<file path="config.mk">
export PLATFORM = sky130hd
export DESIGN_NAME = rpn_decimal_evaluator
export DESIGN_NICKNAME = d
export VERILOG_FILES = /design/src/rtl/rde_pkg.sv /design/src/rtl/rpn_decimal_evaluator.sv /design/src/rtl/rde_ram.sv /design/src/rtl/rde_div.sv /design/src/rtl/rde_dp.sv /design/src/rtl/rde_ctrl.sv
export SDC_FILE = /design/constraint.sdc
export NUM_CORES = 2
export LEC_CHECK = 0
export BUFFER_PORTS_ARGS = -buffer_cell sky130_fd_sc_hd__buf_2
export CORE_ASPECT_RATIO = 2
export CORE_UTILIZATION = 40
export DETAILED_ROUTE_END_ITERATION = 10
export GPL_ROUTABILITY_DRIVEN = 0
export PLACE_DENSITY = 0.61
export SKIP_LAST_GASP = 1
export SYNTH_ARGS = -nofsm -noshare
export SYNTH_HDL_FRONTEND = slang
export SYNTH_SLANG_ARGS = --single-unit
</file>
<file path="constraint.sdc">
create_clock -name clk -period 11.4 [get_ports clk]
set_clock_uncertainty 0.1 [all_clocks]
set_input_delay 1.14 -clock clk [delete_from_list [all_inputs] [get_ports clk]]
set_output_delay 1.14 -clock clk [all_outputs]
set_load 0.1 [all_outputs]
</file>
<file path="src/rtl/rde_pkg.sv">
package rde_pkg;

	localparam int STACK_DEPTH_DEF = 16;
	localparam int FRAC_BITS_DEF   = 16;

	// divisor width: covers 2*10^15 for fraction scaling and 2^31 for operands
	localparam int DEN_W      = 51;
	localparam int FRAC_LIMIT = 15;

	localparam logic [7:0] CH_STAR  = 8'd42;
	localparam logic [7:0] CH_PLUS  = 8'd43;
	localparam logic [7:0] CH_MINUS = 8'd45;
	localparam logic [7:0] CH_DOT   = 8'd46;
	localparam logic [7:0] CH_SLASH = 8'd47;
	localparam logic [7:0] CH_ZERO  = 8'd48;
	localparam logic [7:0] CH_NINE  = 8'd57;

	localparam logic [2:0] ST_OK    = 3'd0;
	localparam logic [2:0] ST_UNDER = 3'd1;
	localparam logic [2:0] ST_OVER  = 3'd2;
	localparam logic [2:0] ST_DIVZ  = 3'd3;
	localparam logic [2:0] ST_EMPTY = 3'd4;

	// 2 * 10^k, the rounding divisor of the k-th fraction digit
	localparam logic [DEN_W-1:0] TWO_POW_TEN [16] = '{
		51'd2, 51'd20, 51'd200, 51'd2000, 51'd20000, 51'd200000,
		51'd2000000, 51'd20000000, 51'd200000000, 51'd2000000000,
		51'd20000000000, 51'd200000000000, 51'd2000000000000,
		51'd20000000000000, 51'd200000000000000, 51'd2000000000000000
	};

	typedef enum logic [1:0] {OP_ADD, OP_SUB, OP_MUL, OP_DIV} op_t;

	typedef enum logic [3:0] {
		CMD_NONE, CMD_START, CMD_INT_DIGIT, CMD_FRAC_GO, CMD_FRAC_ADD, CMD_PUSH,
		CMD_UNDER, CMD_READ, CMD_LOAD, CMD_ADDSUB, CMD_MUL_GO, CMD_MUL_FIN,
		CMD_DIVZ, CMD_DIV_GO, CMD_DIV_FIN, CMD_EMIT
	} cmd_kind_t;

	typedef struct packed {
		cmd_kind_t  kind;
		op_t        op;
		logic       neg;
		logic [3:0] digit;
	} cmd_t;

	typedef struct packed {
		logic count_lt2;
		logic top_zero;
		logic fd_lt15;
		logic div_done;
		logic out_free;
	} dp_stat_t;

endpackage

</file>
<file path="src/rtl/rpn_decimal_evaluator.sv">
// A character is accepted only from the idle state, so one character is in flight at a time.
// The first digit of a number adds an accumulation step; + - * / run the operator sequence
// (read, load, execute), and / and fraction digits wait on the shared restoring divider, one
// divider step per cycle. A minus resolved as subtraction runs the operator steps, and the last
// character adds a finish step that pushes any number in progress and emits the result beat.
// Reset (arst_n low, asynchronous): empty stack, status ok.
module rpn_decimal_evaluator import rde_pkg::*; #(
	parameter int STACK_DEPTH = STACK_DEPTH_DEF,
	parameter int FRAC_BITS   = FRAC_BITS_DEF
) (
	input  logic        clk,
	input  logic        arst_n,
	input  logic        s_axis_tvalid,
	output logic        s_axis_tready,
	input  logic [7:0]  s_axis_tdata,  // [7:0] char_code
	input  logic        s_axis_tlast,  // is_last: final character of the expression
	output logic        m_axis_tvalid,
	input  logic        m_axis_tready,
	output logic [39:0] m_axis_tdata   // [31:0] value (Q format), [34:32] status, rest zero
);

	cmd_t        cmd;
	dp_stat_t    stat;
	logic [31:0] value;
	logic [2:0]  status;

	// Controller walks each character through a short command sequence:
	// sign resolution, digit accumulation, number push, operator, and the
	// final emit. It accepts a new beat only when back in its idle state.
	rde_ctrl u_ctrl (
		.clk      (clk),
		.arst_n   (arst_n),
		.in_valid (s_axis_tvalid),
		.in_ready (s_axis_tready),
		.in_char  (s_axis_tdata),
		.in_last  (s_axis_tlast),
		.stat     (stat),
		.cmd      (cmd)
	);

	// Datapath: operand stack (top cached in a register, the rest in RAM),
	// number accumulator, multiplier, divider and the output register, which
	// holds a result beat while the next expression is already being read.
	rde_dp #(
		.STACK_DEPTH (STACK_DEPTH),
		.FRAC_BITS   (FRAC_BITS)
	) u_dp (
		.clk        (clk),
		.arst_n     (arst_n),
		.cmd        (cmd),
		.stat       (stat),
		.out_value  (value),
		.out_status (status),
		.out_valid  (m_axis_tvalid),
		.out_ready  (m_axis_tready)
	);

	assign m_axis_tdata = {5'd0, status, value};

endmodule

</file>
<file path="src/rtl/rde_ram.sv">
module rde_ram import rde_pkg::*; #(
	parameter int WIDTH = 32,
	parameter int DEPTH = STACK_DEPTH_DEF
) (
	input  logic                     clk,
	input  logic                     we,
	input  logic [$clog2(DEPTH)-1:0] waddr,
	input  logic [WIDTH-1:0]         wdata,
	input  logic                     re,
	input  logic [$clog2(DEPTH)-1:0] raddr,
	output logic [WIDTH-1:0]         rdata
);

	logic [WIDTH-1:0] mem_q [DEPTH];

	always_ff @(posedge clk) begin
		if (we) begin
			mem_q[waddr] <= wdata;
		end
		if (re) begin
			rdata <= mem_q[raddr];
		end
	end

endmodule

</file>
<file path="src/rtl/rde_div.sv">
module rde_div import rde_pkg::*; #(
	parameter int NUM_W   = 51,
	parameter int SHORT_N = FRAC_BITS_DEF + 1
) (
	input  logic             clk,
	input  logic             arst_n,
	input  logic             start,
	input  logic             short_mode,
	input  logic [NUM_W-1:0] num,
	input  logic [DEN_W-1:0] den,
	output logic             done,
	output logic [NUM_W-1:0] quo
);

	localparam int CNT_W = $clog2(NUM_W + 1);

	logic             busy_q;
	logic             done_q;
	logic [CNT_W-1:0] cnt_q;
	logic [DEN_W-1:0] rem_q;
	logic [DEN_W-1:0] den_q;
	logic [NUM_W-1:0] work_q;
	logic [DEN_W:0]   rem_t;
	logic             ge;
	logic [DEN_W:0]   rem_n;

	// one restoring step per cycle
	always_comb begin
		rem_t = {rem_q, work_q[NUM_W-1]};
		ge    = rem_t >= {1'b0, den_q};
		rem_n = ge ? (rem_t - {1'b0, den_q}) : rem_t;
	end

	always_ff @(posedge clk or negedge arst_n) begin
		if (!arst_n) begin
			busy_q <= 1'b0;
			done_q <= 1'b0;
			cnt_q  <= '0;
		end else begin
			done_q <= 1'b0;
			if (start) begin
				busy_q <= 1'b1;
				cnt_q  <= short_mode ? CNT_W'(SHORT_N) : CNT_W'(NUM_W);
			end else if (busy_q) begin
				cnt_q <= cnt_q - CNT_W'(1);
				if (cnt_q == CNT_W'(1)) begin
					busy_q <= 1'b0;
					done_q <= 1'b1;
				end
			end
		end
	end

	always_ff @(posedge clk) begin
		if (start) begin
			den_q <= den;
			if (short_mode) begin
				// quotient known to fit SHORT_N bits: skip the leading steps
				rem_q  <= DEN_W'(num >> SHORT_N);
				work_q <= num << (NUM_W - SHORT_N);
			end else begin
				rem_q  <= '0;
				work_q <= num;
			end
		end else if (busy_q) begin
			rem_q  <= rem_n[DEN_W-1:0];
			work_q <= {work_q[NUM_W-2:0], ge};
		end
	end

	assign done = done_q;
	assign quo  = work_q;

endmodule

</file>
<file path="src/rtl/rde_dp.sv">
module rde_dp import rde_pkg::*; #(
	parameter int STACK_DEPTH = STACK_DEPTH_DEF,
	parameter int FRAC_BITS   = FRAC_BITS_DEF
) (
	input  logic        clk,
	input  logic        arst_n,
	input  cmd_t        cmd,
	output dp_stat_t    stat,
	output logic [31:0] out_value,
	output logic [2:0]  out_status,
	output logic        out_valid,
	input  logic        out_ready
);

	localparam int AW    = $clog2(STACK_DEPTH);
	localparam int CW    = $clog2(STACK_DEPTH + 1);
	localparam int NUM_W = (32 + FRAC_BITS > DEN_W) ? 32 + FRAC_BITS : DEN_W;
	localparam int QF    = FRAC_BITS + 1;

	logic [CW-1:0]      count_q;
	logic [31:0]        top_q;
	logic [31:0]        accum_q;
	logic [3:0]         fd_q;
	logic               neg_q;
	logic [2:0]         sticky_q;
	logic [31:0]        a_q;
	logic [31:0]        b_q;
	logic [31:0]        ma_q;
	logic [31:0]        mb_q;
	logic               sgn_q;
	logic [63:0]        prod_s1;
	logic               out_valid_q;
	logic [31:0]        out_value_q;
	logic [2:0]         out_status_q;

	logic [CW-1:0]      cnt_m1;
	logic [CW-1:0]      cnt_m2;
	logic               full;
	logic               ram_we;
	logic [31:0]        ram_rdata;
	logic [31:0]        push_val;
	logic [35:0]        cap;
	logic [35:0]        int_sum;
	logic [35:0]        frac_sum;
	logic [35:0]        acc_in;
	logic               acc_over;
	logic [32:0]        sum33;
	logic [63:0]        mul_m;
	logic [32:0]        res;
	logic               flag_en;
	logic [2:0]         flag_code;
	logic               div_start;
	logic               div_short;
	logic [NUM_W-1:0]   div_num;
	logic [DEN_W-1:0]   div_den;
	logic               div_done;
	logic [NUM_W-1:0]   div_quo;
	logic [DEN_W-1:0]   pow2;
	logic               out_free;

	// {overflow, value} from sign and magnitude
	function automatic logic [32:0] from_mag(logic neg, logic [63:0] mag);
		logic [32:0] r;
		if (!neg) begin
			if (mag > 64'h7FFF_FFFF) r = {1'b1, 32'h7FFF_FFFF};
			else r = {1'b0, mag[31:0]};
		end else begin
			if (mag > 64'h8000_0000) r = {1'b1, 32'h8000_0000};
			else r = {1'b0, 32'd0 - mag[31:0]};
		end
		return r;
	endfunction

	assign cnt_m1   = count_q - CW'(1);
	assign cnt_m2   = count_q - CW'(2);
	assign full     = count_q >= CW'(STACK_DEPTH);
	assign ram_we   = (cmd.kind == CMD_PUSH) && !full && (count_q != '0);
	assign push_val = neg_q ? (32'd0 - accum_q) : accum_q;
	assign out_free = !out_valid_q || out_ready;
	assign pow2     = TWO_POW_TEN[fd_q + 4'd1];

	rde_ram #(.WIDTH(32), .DEPTH(STACK_DEPTH)) u_stack (
		.clk   (clk),
		.we    (ram_we),
		.waddr (cnt_m1[AW-1:0]),
		.wdata (top_q),
		.re    (cmd.kind == CMD_READ),
		.raddr (cnt_m2[AW-1:0]),
		.rdata (ram_rdata)
	);

	assign div_start = (cmd.kind == CMD_FRAC_GO) || (cmd.kind == CMD_DIV_GO);
	assign div_short = cmd.kind == CMD_FRAC_GO;
	always_comb begin
		if (div_short) begin
			div_num = (NUM_W'(cmd.digit) << (FRAC_BITS + 1)) + NUM_W'(pow2 >> 1);
			div_den = pow2;
		end else begin
			div_num = (NUM_W'(ma_q) << FRAC_BITS) + NUM_W'(mb_q >> 1);
			div_den = DEN_W'(mb_q);
		end
	end

	rde_div #(.NUM_W(NUM_W), .SHORT_N(QF)) u_div (
		.clk        (clk),
		.arst_n     (arst_n),
		.start      (div_start),
		.short_mode (div_short),
		.num        (div_num),
		.den        (div_den),
		.done       (div_done),
		.quo        (div_quo)
	);

	// number accumulation with magnitude cap
	always_comb begin
		cap      = neg_q ? 36'h0_8000_0000 : 36'h0_7FFF_FFFF;
		int_sum  = (36'(accum_q) << 3) + (36'(accum_q) << 1) + (36'(cmd.digit) << FRAC_BITS);
		frac_sum = 36'(accum_q) + 36'(div_quo[QF-1:0]);
		acc_in   = (cmd.kind == CMD_FRAC_ADD) ? frac_sum : int_sum;
		acc_over = acc_in > cap;
	end

	// arithmetic result
	always_comb begin
		if (cmd.op == OP_SUB) sum33 = {a_q[31], a_q} - {b_q[31], b_q};
		else sum33 = {a_q[31], a_q} + {b_q[31], b_q};
		mul_m = (prod_s1 + (64'd1 << (FRAC_BITS - 1))) >> FRAC_BITS;
		case (cmd.kind)
			CMD_ADDSUB: begin
				if (sum33[32] != sum33[31])
					res = {1'b1, sum33[32] ? 32'h8000_0000 : 32'h7FFF_FFFF};
				else
					res = {1'b0, sum33[31:0]};
			end
			CMD_MUL_FIN: res = from_mag(sgn_q, mul_m);
			CMD_DIV_FIN: res = from_mag(sgn_q, 64'(div_quo));
			CMD_DIVZ: begin
				if (a_q == 32'd0) res = {1'b0, 32'd0};
				else if (a_q[31]) res = {1'b0, 32'h8000_0000};
				else res = {1'b0, 32'h7FFF_FFFF};
			end
			default: res = '0;
		endcase
	end

	always_comb begin
		flag_en   = 1'b0;
		flag_code = ST_OK;
		case (cmd.kind)
			CMD_PUSH: begin
				flag_en   = full;
				flag_code = ST_OVER;
			end
			CMD_INT_DIGIT, CMD_FRAC_ADD: begin
				flag_en   = acc_over;
				flag_code = ST_OVER;
			end
			CMD_UNDER: begin
				flag_en   = 1'b1;
				flag_code = ST_UNDER;
			end
			CMD_ADDSUB, CMD_MUL_FIN, CMD_DIV_FIN: begin
				flag_en   = res[32];
				flag_code = ST_OVER;
			end
			CMD_DIVZ: begin
				flag_en   = 1'b1;
				flag_code = ST_DIVZ;
			end
			default: begin
				flag_en   = 1'b0;
				flag_code = ST_OK;
			end
		endcase
	end

	// control state
	always_ff @(posedge clk or negedge arst_n) begin
		if (!arst_n) begin
			count_q     <= '0;
			accum_q     <= '0;
			fd_q        <= '0;
			neg_q       <= 1'b0;
			sticky_q    <= ST_OK;
			out_valid_q <= 1'b0;
		end else begin
			// load a new result beat, or drop the one taken downstream
			if (cmd.kind == CMD_EMIT) out_valid_q <= 1'b1;
			else if (out_ready) out_valid_q <= 1'b0;
			if (flag_en && sticky_q == ST_OK) sticky_q <= flag_code;
			case (cmd.kind)
				CMD_START: begin
					accum_q <= '0;
					fd_q    <= '0;
					neg_q   <= cmd.neg;
				end
				CMD_INT_DIGIT: accum_q <= acc_over ? cap[31:0] : acc_in[31:0];
				CMD_FRAC_ADD: begin
					accum_q <= acc_over ? cap[31:0] : acc_in[31:0];
					fd_q    <= fd_q + 4'd1;
				end
				CMD_PUSH: begin
					if (!full) count_q <= count_q + CW'(1);
					accum_q <= '0;
					fd_q    <= '0;
					neg_q   <= 1'b0;
				end
				CMD_ADDSUB, CMD_MUL_FIN, CMD_DIV_FIN, CMD_DIVZ: count_q <= cnt_m1;
				CMD_EMIT: begin
					count_q     <= '0;
					accum_q     <= '0;
					fd_q        <= '0;
					neg_q       <= 1'b0;
					sticky_q    <= ST_OK;
				end
				default: ;
			endcase
		end
	end

	// payload
	always_ff @(posedge clk) begin
		case (cmd.kind)
			CMD_PUSH: if (!full) top_q <= push_val;
			CMD_LOAD: begin
				a_q   <= ram_rdata;
				b_q   <= top_q;
				ma_q  <= ram_rdata[31] ? (32'd0 - ram_rdata) : ram_rdata;
				mb_q  <= top_q[31] ? (32'd0 - top_q) : top_q;
				sgn_q <= ram_rdata[31] ^ top_q[31];
			end
			CMD_MUL_GO: prod_s1 <= 64'(ma_q) * 64'(mb_q);
			CMD_ADDSUB, CMD_MUL_FIN, CMD_DIV_FIN, CMD_DIVZ: top_q <= res[31:0];
			CMD_EMIT: begin
				out_value_q <= (count_q != '0) ? top_q : 32'd0;
				if (sticky_q != ST_OK) out_status_q <= sticky_q;
				else if (count_q == '0) out_status_q <= ST_EMPTY;
				else out_status_q <= ST_OK;
			end
			default: ;
		endcase
	end

	assign stat.count_lt2 = count_q < CW'(2);
	assign stat.top_zero  = top_q == 32'd0;
	assign stat.fd_lt15   = fd_q < 4'(FRAC_LIMIT);
	assign stat.div_done  = div_done;
	assign stat.out_free  = out_free;

	assign out_valid  = out_valid_q;
	assign out_value  = out_value_q;
	assign out_status = out_status_q;

	a_count_bound: assert property (@(posedge clk) disable iff (!arst_n)
		count_q <= CW'(STACK_DEPTH))
		else $error("stack count beyond depth");

	a_accum_bound: assert property (@(posedge clk) disable iff (!arst_n)
		accum_q <= 32'h8000_0000)
		else $error("number magnitude beyond cap");

	a_sticky_hold: assert property (@(posedge clk) disable iff (!arst_n)
		(sticky_q != ST_OK && cmd.kind != CMD_EMIT) |=> $stable(sticky_q))
		else $error("first error overwritten");

	a_emit_clears: assert property (@(posedge clk) disable iff (!arst_n)
		(cmd.kind == CMD_EMIT) |=> (count_q == '0 && sticky_q == ST_OK && out_valid_q))
		else $error("emit did not clear the evaluator");

endmodule

</file>
<file path="src/rtl/rde_ctrl.sv">
module rde_ctrl import rde_pkg::*; (
	input  logic       clk,
	input  logic       arst_n,
	input  logic       in_valid,
	output logic       in_ready,
	input  logic [7:0] in_char,
	input  logic       in_last,
	input  dp_stat_t   stat,
	output cmd_t       cmd
);

	typedef enum logic [3:0] {
		S_IDLE, S_DISPATCH, S_NORMAL, S_DIGIT, S_FRAC_WAIT, S_OP_READ, S_OP_LOAD,
		S_OP_RUN, S_MUL_FIN, S_DIV_WAIT, S_FINISH, S_EMIT
	} state_t;

	typedef enum logic [1:0] {PH_IDLE, PH_INT, PH_FRAC, PH_MINUS} phase_t;

	state_t     state_q, state_d;
	phase_t     phase_q, phase_d;
	op_t        op_q, op_d;
	logic       ret_normal_q, ret_normal_d;
	logic [7:0] char_q;
	logic       last_q;
	logic       is_digit;
	logic       in_number;
	op_t        char_op;
	state_t     ret_state;

	assign is_digit  = (char_q >= CH_ZERO) && (char_q <= CH_NINE);
	assign in_number = (phase_q == PH_INT) || (phase_q == PH_FRAC);
	assign ret_state = ret_normal_q ? S_NORMAL : S_FINISH;
	assign in_ready  = state_q == S_IDLE;

	always_comb begin
		case (char_q)
			CH_PLUS:  char_op = OP_ADD;
			CH_STAR:  char_op = OP_MUL;
			CH_SLASH: char_op = OP_DIV;
			default:  char_op = OP_SUB;
		endcase
	end

	always_comb begin
		state_d      = state_q;
		phase_d      = phase_q;
		op_d         = op_q;
		ret_normal_d = ret_normal_q;
		cmd.kind     = CMD_NONE;
		cmd.op       = op_q;
		cmd.neg      = 1'b0;
		cmd.digit    = char_q[3:0];
		case (state_q)
			S_IDLE: if (in_valid) state_d = S_DISPATCH;
			S_DISPATCH, S_NORMAL: begin
				if (state_q == S_DISPATCH && phase_q == PH_MINUS) begin
					// resolve a pending minus: sign or subtraction
					if (is_digit) begin
						cmd.kind = CMD_START;
						cmd.neg  = 1'b1;
						phase_d  = PH_INT;
						state_d  = S_DIGIT;
					end else if (char_q == CH_DOT) begin
						cmd.kind = CMD_START;
						cmd.neg  = 1'b1;
						phase_d  = PH_FRAC;
						state_d  = S_FINISH;
					end else begin
						phase_d      = PH_IDLE;
						op_d         = OP_SUB;
						ret_normal_d = 1'b1;
						state_d      = S_OP_READ;
					end
				end else if (is_digit) begin
					if (phase_q == PH_INT) begin
						cmd.kind = CMD_INT_DIGIT;
						state_d  = S_FINISH;
					end else if (phase_q == PH_FRAC) begin
						if (stat.fd_lt15) begin
							cmd.kind = CMD_FRAC_GO;
							state_d  = S_FRAC_WAIT;
						end else begin
							state_d = S_FINISH;
						end
					end else begin
						cmd.kind = CMD_START;
						phase_d  = PH_INT;
						state_d  = S_DIGIT;
					end
				end else if (char_q == CH_DOT) begin
					if (phase_q == PH_IDLE) cmd.kind = CMD_START;
					phase_d = PH_FRAC;
					state_d = S_FINISH;
				end else begin
					// every other character ends a number in progress
					if (in_number) begin
						cmd.kind = CMD_PUSH;
						phase_d  = PH_IDLE;
					end
					ret_normal_d = 1'b0;
					op_d         = char_op;
					if (char_q == CH_PLUS || char_q == CH_STAR || char_q == CH_SLASH) begin
						state_d = S_OP_READ;
					end else if (char_q == CH_MINUS) begin
						if (last_q) begin
							state_d = S_OP_READ;
						end else begin
							phase_d = PH_MINUS;
							state_d = S_FINISH;
						end
					end else begin
						state_d = S_FINISH;
					end
				end
			end
			S_DIGIT: begin
				cmd.kind = CMD_INT_DIGIT;
				state_d  = S_FINISH;
			end
			S_FRAC_WAIT: begin
				if (stat.div_done) begin
					cmd.kind = CMD_FRAC_ADD;
					state_d  = S_FINISH;
				end
			end
			S_OP_READ: begin
				if (stat.count_lt2) begin
					cmd.kind = CMD_UNDER;
					state_d  = ret_state;
				end else begin
					cmd.kind = CMD_READ;
					state_d  = S_OP_LOAD;
				end
			end
			S_OP_LOAD: begin
				cmd.kind = CMD_LOAD;
				state_d  = S_OP_RUN;
			end
			S_OP_RUN: begin
				case (op_q)
					OP_ADD, OP_SUB: begin
						cmd.kind = CMD_ADDSUB;
						state_d  = ret_state;
					end
					OP_MUL: begin
						cmd.kind = CMD_MUL_GO;
						state_d  = S_MUL_FIN;
					end
					default: begin
						if (stat.top_zero) begin
							cmd.kind = CMD_DIVZ;
							state_d  = ret_state;
						end else begin
							cmd.kind = CMD_DIV_GO;
							state_d  = S_DIV_WAIT;
						end
					end
				endcase
			end
			S_MUL_FIN: begin
				cmd.kind = CMD_MUL_FIN;
				state_d  = ret_state;
			end
			S_DIV_WAIT: begin
				if (stat.div_done) begin
					cmd.kind = CMD_DIV_FIN;
					state_d  = ret_state;
				end
			end
			S_FINISH: begin
				if (last_q) begin
					if (in_number) begin
						cmd.kind = CMD_PUSH;
						phase_d  = PH_IDLE;
					end
					state_d = S_EMIT;
				end else begin
					state_d = S_IDLE;
				end
			end
			S_EMIT: begin
				if (stat.out_free) begin
					cmd.kind = CMD_EMIT;
					phase_d  = PH_IDLE;
					state_d  = S_IDLE;
				end
			end
			default: state_d = S_IDLE;
		endcase
	end

	always_ff @(posedge clk or negedge arst_n) begin
		if (!arst_n) begin
			state_q      <= S_IDLE;
			phase_q      <= PH_IDLE;
			op_q         <= OP_ADD;
			ret_normal_q <= 1'b0;
			char_q       <= '0;
			last_q       <= 1'b0;
		end else begin
			state_q      <= state_d;
			phase_q      <= phase_d;
			op_q         <= op_d;
			ret_normal_q <= ret_normal_d;
			if (in_valid && in_ready) begin
				char_q <= in_char;
				last_q <= in_last;
			end
		end
	end

endmodule
</file>
## Word level (Yosys, flattened, before mapping)

Memory sizes are Yosys's and may differ from the RTL's. A register that Yosys moved wholly into a read port is not among the register bits.
Cells that the tools add are included.
W data, S select, Z words.

- Magnitude comparators: 12
- Multiply operators: 1
- Bitwise logic cells: 4
- Reductions and logical operators: 45
- Multiplexer cells: 123
- Equality and inequality tests: 46
- $add $sub $neg: 19

Operators by type and width:

| kind | count |
|---|---|
| $mux W51 | 9 |
| $mux W33 | 9 |
| $mux W32 | 7 |
| $sub A1 B32 Y32 const A | 5 |
| $pmux W33 S4 | 1 |
| $pmux W32 S2 | 2 |
| $mux W4 | 27 |
| $add A64 B16 Y64 const B | 1 |
| $logic_not A32 Y1 | 2 |
| $mul A32 B32 Y64 | 1 |
| $mux W31 | 2 |
| $ge A52 B51 Y1 | 1 |
| $add A21 B50 Y51 | 1 |
| $gt A51 B31 Y1 const B | 1 |
| $gt A51 B32 Y1 const B | 1 |
| $sub A51 B51 Y51 | 1 |
| $add A48 B31 Y49 | 1 |
| $eq A4 B4 Y1 const B | 12 |
| $gt A48 B31 Y1 const B | 1 |
| $gt A48 B32 Y1 const B | 1 |
| $pmux W4 S11 | 1 |
| $eq A8 B6 Y1 const B | 5 |
| $mux W2 | 20 |
| $pmux W4 S10 | 1 |
| other kinds (58) | 137 |

- Memories kept: 2
- Input port bits: 13
- Register bits: 485
- Memory bits (read-only): 816
- RAM bits: 512
- Output and inout port bits: 42
- Logic and storage cells: 282

Memories:

| name | depth | bits a word | read ports | clocked after Yosys merged registers in | wr ports | RTL line | RTL |
|---|---|---|---|---|---|---|---|
| (name not given) | 16 | 51 | 1 | 0 | 0 | rde_dp.sv:80 | `assign pow2 = TWO_POW_TEN[fd_q + 4'd1];` |
| u_dp.u_stack.mem_q | 16 | 32 | 1 | 1 | 1 | rde_ram.sv:14 | `logic [WIDTH-1:0] mem_q [DEPTH];` |

## Logic depth before layout (Yosys ltp)

- Word-level depth: 14
- Mapped depth: 30
- Depth with buffers taken out: 28

## By module

From an unflattened synthesis, not the netlist that was laid out.

- Cells, all modules: 8,434
- Area, all modules: 89,220.6 µm²

Modules (own cells, without submodules):

| module | area each (µm²) | cells each | times used |
|---|---|---|---|
| rde_dp | 57,258.7 | 6,355 | 1 |
| rde_ram | 20,155.6 | 838 | 1 |
| rde_div | 10,032.1 | 1,043 | 1 |
| rde_ctrl | 1,732.9 | 192 | 1 |
| rpn_decimal_evaluator | 41.3 | 6 | 1 |

## Worst setup path before layout

No wires, ideal clock.

- Path type: reg-to-reg
- From: reg u_dp.count_q[1]
- To: reg u_dp.a_q[10], enable pin
- Path buffers: 3
- Setup time: 0.615 ns
- Clock period less this slack: 8.828 ns
- Setup slack: 2.572 ns
- Cell stages (with the launch flop): 13
- Arrival: 8.113 ns
- Cell sequence: dfrtp_1 > clkbuf_1 > clkbuf_1 > inv_1 > ha_1 > nor3b_1 > mux2i_1 > a32o_1 > nor4_4 > and2_1 > buf_4 > nand2_1 > nor2_1

- Word-level cells in the longest chain between the ends: 4

RTL lines:

| element | RTL line | RTL |
|---|---|---|
| start: declaration | rde_dp.sv:20 | `logic [CW-1:0] count_q;` |
| start signal: assignment | rde_dp.sv:204 | `if (!full) count_q <= count_q + CW'(1);` |
| start signal: assignment | rde_dp.sv:209 | `CMD_ADDSUB, CMD_MUL_FIN, CMD_DIV_FIN, CMD_DIVZ: count_q <= cnt_m1;` |
| $lt A5 B2 Y1 | rde_dp.sv:245 | `assign stat.count_lt2 = count_q < CW'(2);` |
| $mux W1 | rde_ctrl.sv:127 | `if (stat.count_lt2) begin` |
| $pmux W4 S10 | rde_ctrl.sv:53 | `case (state_q)` |
| $eq A4 B4 Y1 | rde_dp.sv:224 | `case (cmd.kind)` |
| end signal: assignment | rde_dp.sv:227 | `a_q <= ram_rdata;` |
| end: declaration | rde_dp.sv:26 | `logic [31:0] a_q;` |

No other way between the ends.
A chain may end at the register's enable or synchronous reset.

## Final worst setup path

- From: reg u_dp.mb_q[15]
- To: reg u_dp.prod_s1[59], data pin

- Word-level cells in the longest chain between the ends: 1

RTL lines:

| element | RTL line | RTL |
|---|---|---|
| start: declaration | rde_dp.sv:29 | `logic [31:0] mb_q;` |
| start signal: assignment | rde_dp.sv:230 | `mb_q <= top_q[31] ? (32'd0 - top_q) : top_q;` |
| $mul A32 B32 Y64 | rde_dp.sv:233 | `CMD_MUL_GO: prod_s1 <= 64'(ma_q) * 64'(mb_q);` |
| end signal: assignment | rde_dp.sv:233 |  |
| end: declaration | rde_dp.sv:31 | `logic [63:0] prod_s1;` |

No other way between the ends.

==> qor.yml <==
status:
  outcome: "finished clean"
timing:
  fmax_mhz: 97.2
  rsz0062_at_grt: "no"
  hold_slack_ps: 401
  tightest_slew_ps: 1340
  min_period_over_period: 0.903
  setup_viol: 0
  hold_violations: 0
  finalCriticalPeriod_ps: 10290
  relSlewSlack: 0.101
  final_max_slew_viol_count: 0
  fin_setup_tns_ps: 0
critical_path:
  critPathRequiredTime_ps: 11760
  cp-endpoint: "u_dp.prod_s1[59]$_DFFE_PN_"
  rr_startpoint: "u_dp.mb_q[15]$_DFFE_PN_"
  r2r_slack_ps: 1110
  timing.critical_path.arrival_ps: 10660
  crit_fanout: 20
  startpoint_type: "flip-flop"
  reg2reg_depth: 26
  rr_endpoint: "u_dp.prod_s1[59]$_DFFE_PN_"
  startpoint: "u_dp.mb_q[15]$_DFFE_PN_"
  path_class: "flip-flop to flip-flop"
  cp-end-kind: "flip-flop"
synth:
  ys.flop_type: "edfxtp_1"
  yosysWarnings: 0
  synth_edf_count: 933
  yosys-top-cells-area: "edfxtp_1 (32%), fa_1 (21%), ha_1 (7.2%)"
  netlist_area_sq_um: 88100
  async_flop_share: 0.0707
  synth_seq_area_share: 0.338
  yosysUniqueCellTypes: 100
  synth_top_area_share: 0.318
  synth_commonest_cells: "inv_1 (1,062), edfxtp_1 (933), fa_1 (903)"
  synth_cells: 8199
  synth-seq-cells: 1004
  yosysMostFrequentCell: "inv_1"
  yosys.area.top_type: "edfxtp_1"
  avgSynthCellArea_sq_um: 10.8
drt:
  drt_wl_total_mm: 295
  ant_nets: 0
  viasPerCell: 5.81
  drtIter0Drc: 4791
  drc: 0
  vias: 63800
  first_pass_iters: 6
  wl_per_cell_um: 26.9
global_route:
  grt.overflow.total: 0
  grtUsageTotal: 0.267
  grt_pass1_wl_mm: 436
  antenna_found_initial: 20
  grt_pass1_vias: 68100
  grt_max_degree: 101
cts:
  clkSinkCount: 1004
  htree_levels: 3
  cts.hold.buffers_added: 0
  clock_path_buffers: 3
  cts_tree: "built"
  insertion_delay_ps: 720
  post-cts-setup-buffers: 0
  clk_pin_slew_ps: 70
  root_buffer: "clkbuf_16"
  ctsResizeCount: 0
  cts_buffers: 95
final_layout:
  drive_above_1_share: 0.0765
  fill_cells: 20600
  finalNonFillerCells: 11000
  nets: 9488
  area_growth_pct: 7.56
die:
  fp.coreArea_sq_um: 219000
  dieArea_sq_um: 222000
  start_util: 0.403
  die_x_um: 334
  row_count: 243
  io_pins: 55
  die_y_um: 666
job:
  max_cap_viol_count: 0
placement:
  dp.cells: 10800
  port_buffers: 49
  post-dp-hpwl_mm: 222
worst_hold_path:
  worstHoldPathType: "flip-flop to flip-flop"
  hold_start: "u_dp.u_stack.rdata[25]$_DFFE_PN_"
placed cells by master (no fill, tap or decap), types with 39 or more instances in the layout:
| cell | count |
|---|---|
| buf_4 | 143 |
| o22ai_1 | 39 |
| and3_1 | 55 |
| and2_1 | 606 |
| a31oi_1 | 42 |
| or3_1 | 40 |
| nand3_1 | 116 |
| dfrtp_1 | 68 |
| a21oi_1 | 302 |
| nand4_1 | 83 |
| inv_1 | 1061 |
| o21ai_0 | 253 |
| fa_1 | 903 |
| o31ai_1 | 39 |
| nor4_1 | 51 |
| ha_1 | 508 |
| mux2i_1 | 44 |
| xnor2_1 | 281 |
| nand2_1 | 867 |
| nor2b_1 | 67 |
| a21o_1 | 113 |
| mux4_2 | 160 |
| xor2_1 | 154 |
| nand2b_1 | 46 |
| buf_2 | 50 |
| nor3_1 | 111 |
| edfxtp_1 | 933 |
| clkbuf_16 | 96 |
| nor2_1 | 264 |
critical path, cell delays in order, from the launching register on:
cell and delay (ps):
edfxtp_1 1150, buf_4 430, and2_1 200, fa_1 440, fa_1 520, inv_1 60, fa_1 500, fa_1 520
inv_1 50, fa_1 500, fa_1 550, fa_1 590, inv_1 80, fa_1 530, inv_1 40, ha_1 360
nand4_1 230, nor4_1 990, nand2_1 140, nor3_1 260, nor4b_1 140, buf_4 180, o41ai_1 500, nand3_1 170
o31ai_1 410, a21boi_0 190, xnor2_1 160
state kept, by name, indices dropped and copies added, names as in the netlist, 8 cells and up:
register,cells
u_dp.top_q,32
u_ctrl.char_q,8
u_dp.prod_s1,49
u_dp.a_q,31
u_dp.u_div.rem_q,51
u_dp.ma_q,32
u_dp.b_q,31
u_dp.accum_q,32
u_dp.u_stack.rdata,32
u_dp.u_stack.mem_q,512
u_dp.u_div.quo,51
u_dp.u_div.den_q,44
u_dp.mb_q,32
u_dp.out_value,32
worst min path at each step:
stage,cells past startpoint,end,slack [ps]
3_3_place_gp,0,u_dp.a_q[25]$_DFFE_PN_,390
5_1_grt,0,u_dp.a_q[25]$_DFFE_PN_,410
6_report,0,u_dp.a_q[25]$_DFFE_PN_,400
2_1_floorplan,0,u_dp.a_q[10]$_DFFE_PN_,360
4_1_cts,0,u_dp.a_q[25]$_DFFE_PN_,400
3_5_place_dp,0,u_dp.a_q[25]$_DFFE_PN_,390
per-stage QoR:
step / worst slack, ps / util / instance area, sq um
after floorplan: 2570 / - / 88200
after global routing: 718 / 0.433 / 94800
after detailed placement: 1080 / 0.419 / 91600
final: 1110 / 0.433 / 94800
after CTS: 1050 / 0.433 / 94800
after global placement: 1050 / 0.418 / 91600
cells by family (layout without fill, tap and decap cells):
logic type / after synthesis / count (layout) / share of synthesized area
and+or+nand+nor: 2451 / 2451 / 0.141
buffers and inverters: 1495 / 1435 / 0.0646
adders and majority gates: 1415 / 1415 / 0.278
AOI/OAI and AO/OA: 1179 / 1179 / 0.0877
DFF: 1004 / 1004 / 0.338
xor gates and xnor gates: 438 / 438 / 0.0436
muxes: 216 / 216 / 0.0474
other: 1 / 17 / 0.0000425
layer usage:
layer  global-route usage  up-vias  part of all wire
met5                    0        -           0.00019
met4                0.225        8              0.10
met3               0.0376     1095             0.051
met2                0.496     2561              0.53
met1                0.258    32500              0.31
li1                     -    27600                 -
final cells by class:
cell class | count | area (sq um) | share of cell area
clock buffer | 112 | 2470 | 0.0261
inverter | 1064 | 4000 | 0.0421
sequential | 1004 | 29800 | 0.314
tap | 2817 | 3520 | 0.0372
multi-input combinational | 5704 | 53000 | 0.559
timing repair buffer | 194 | 1340 | 0.0142
antenna | 12 | 30.0 | 0.000317
clock inverter | 65 | 667 | 0.00703
Power is not shown: default switching activity piles up to over one toggle a cycle in this logic, so the estimate is an artifact.
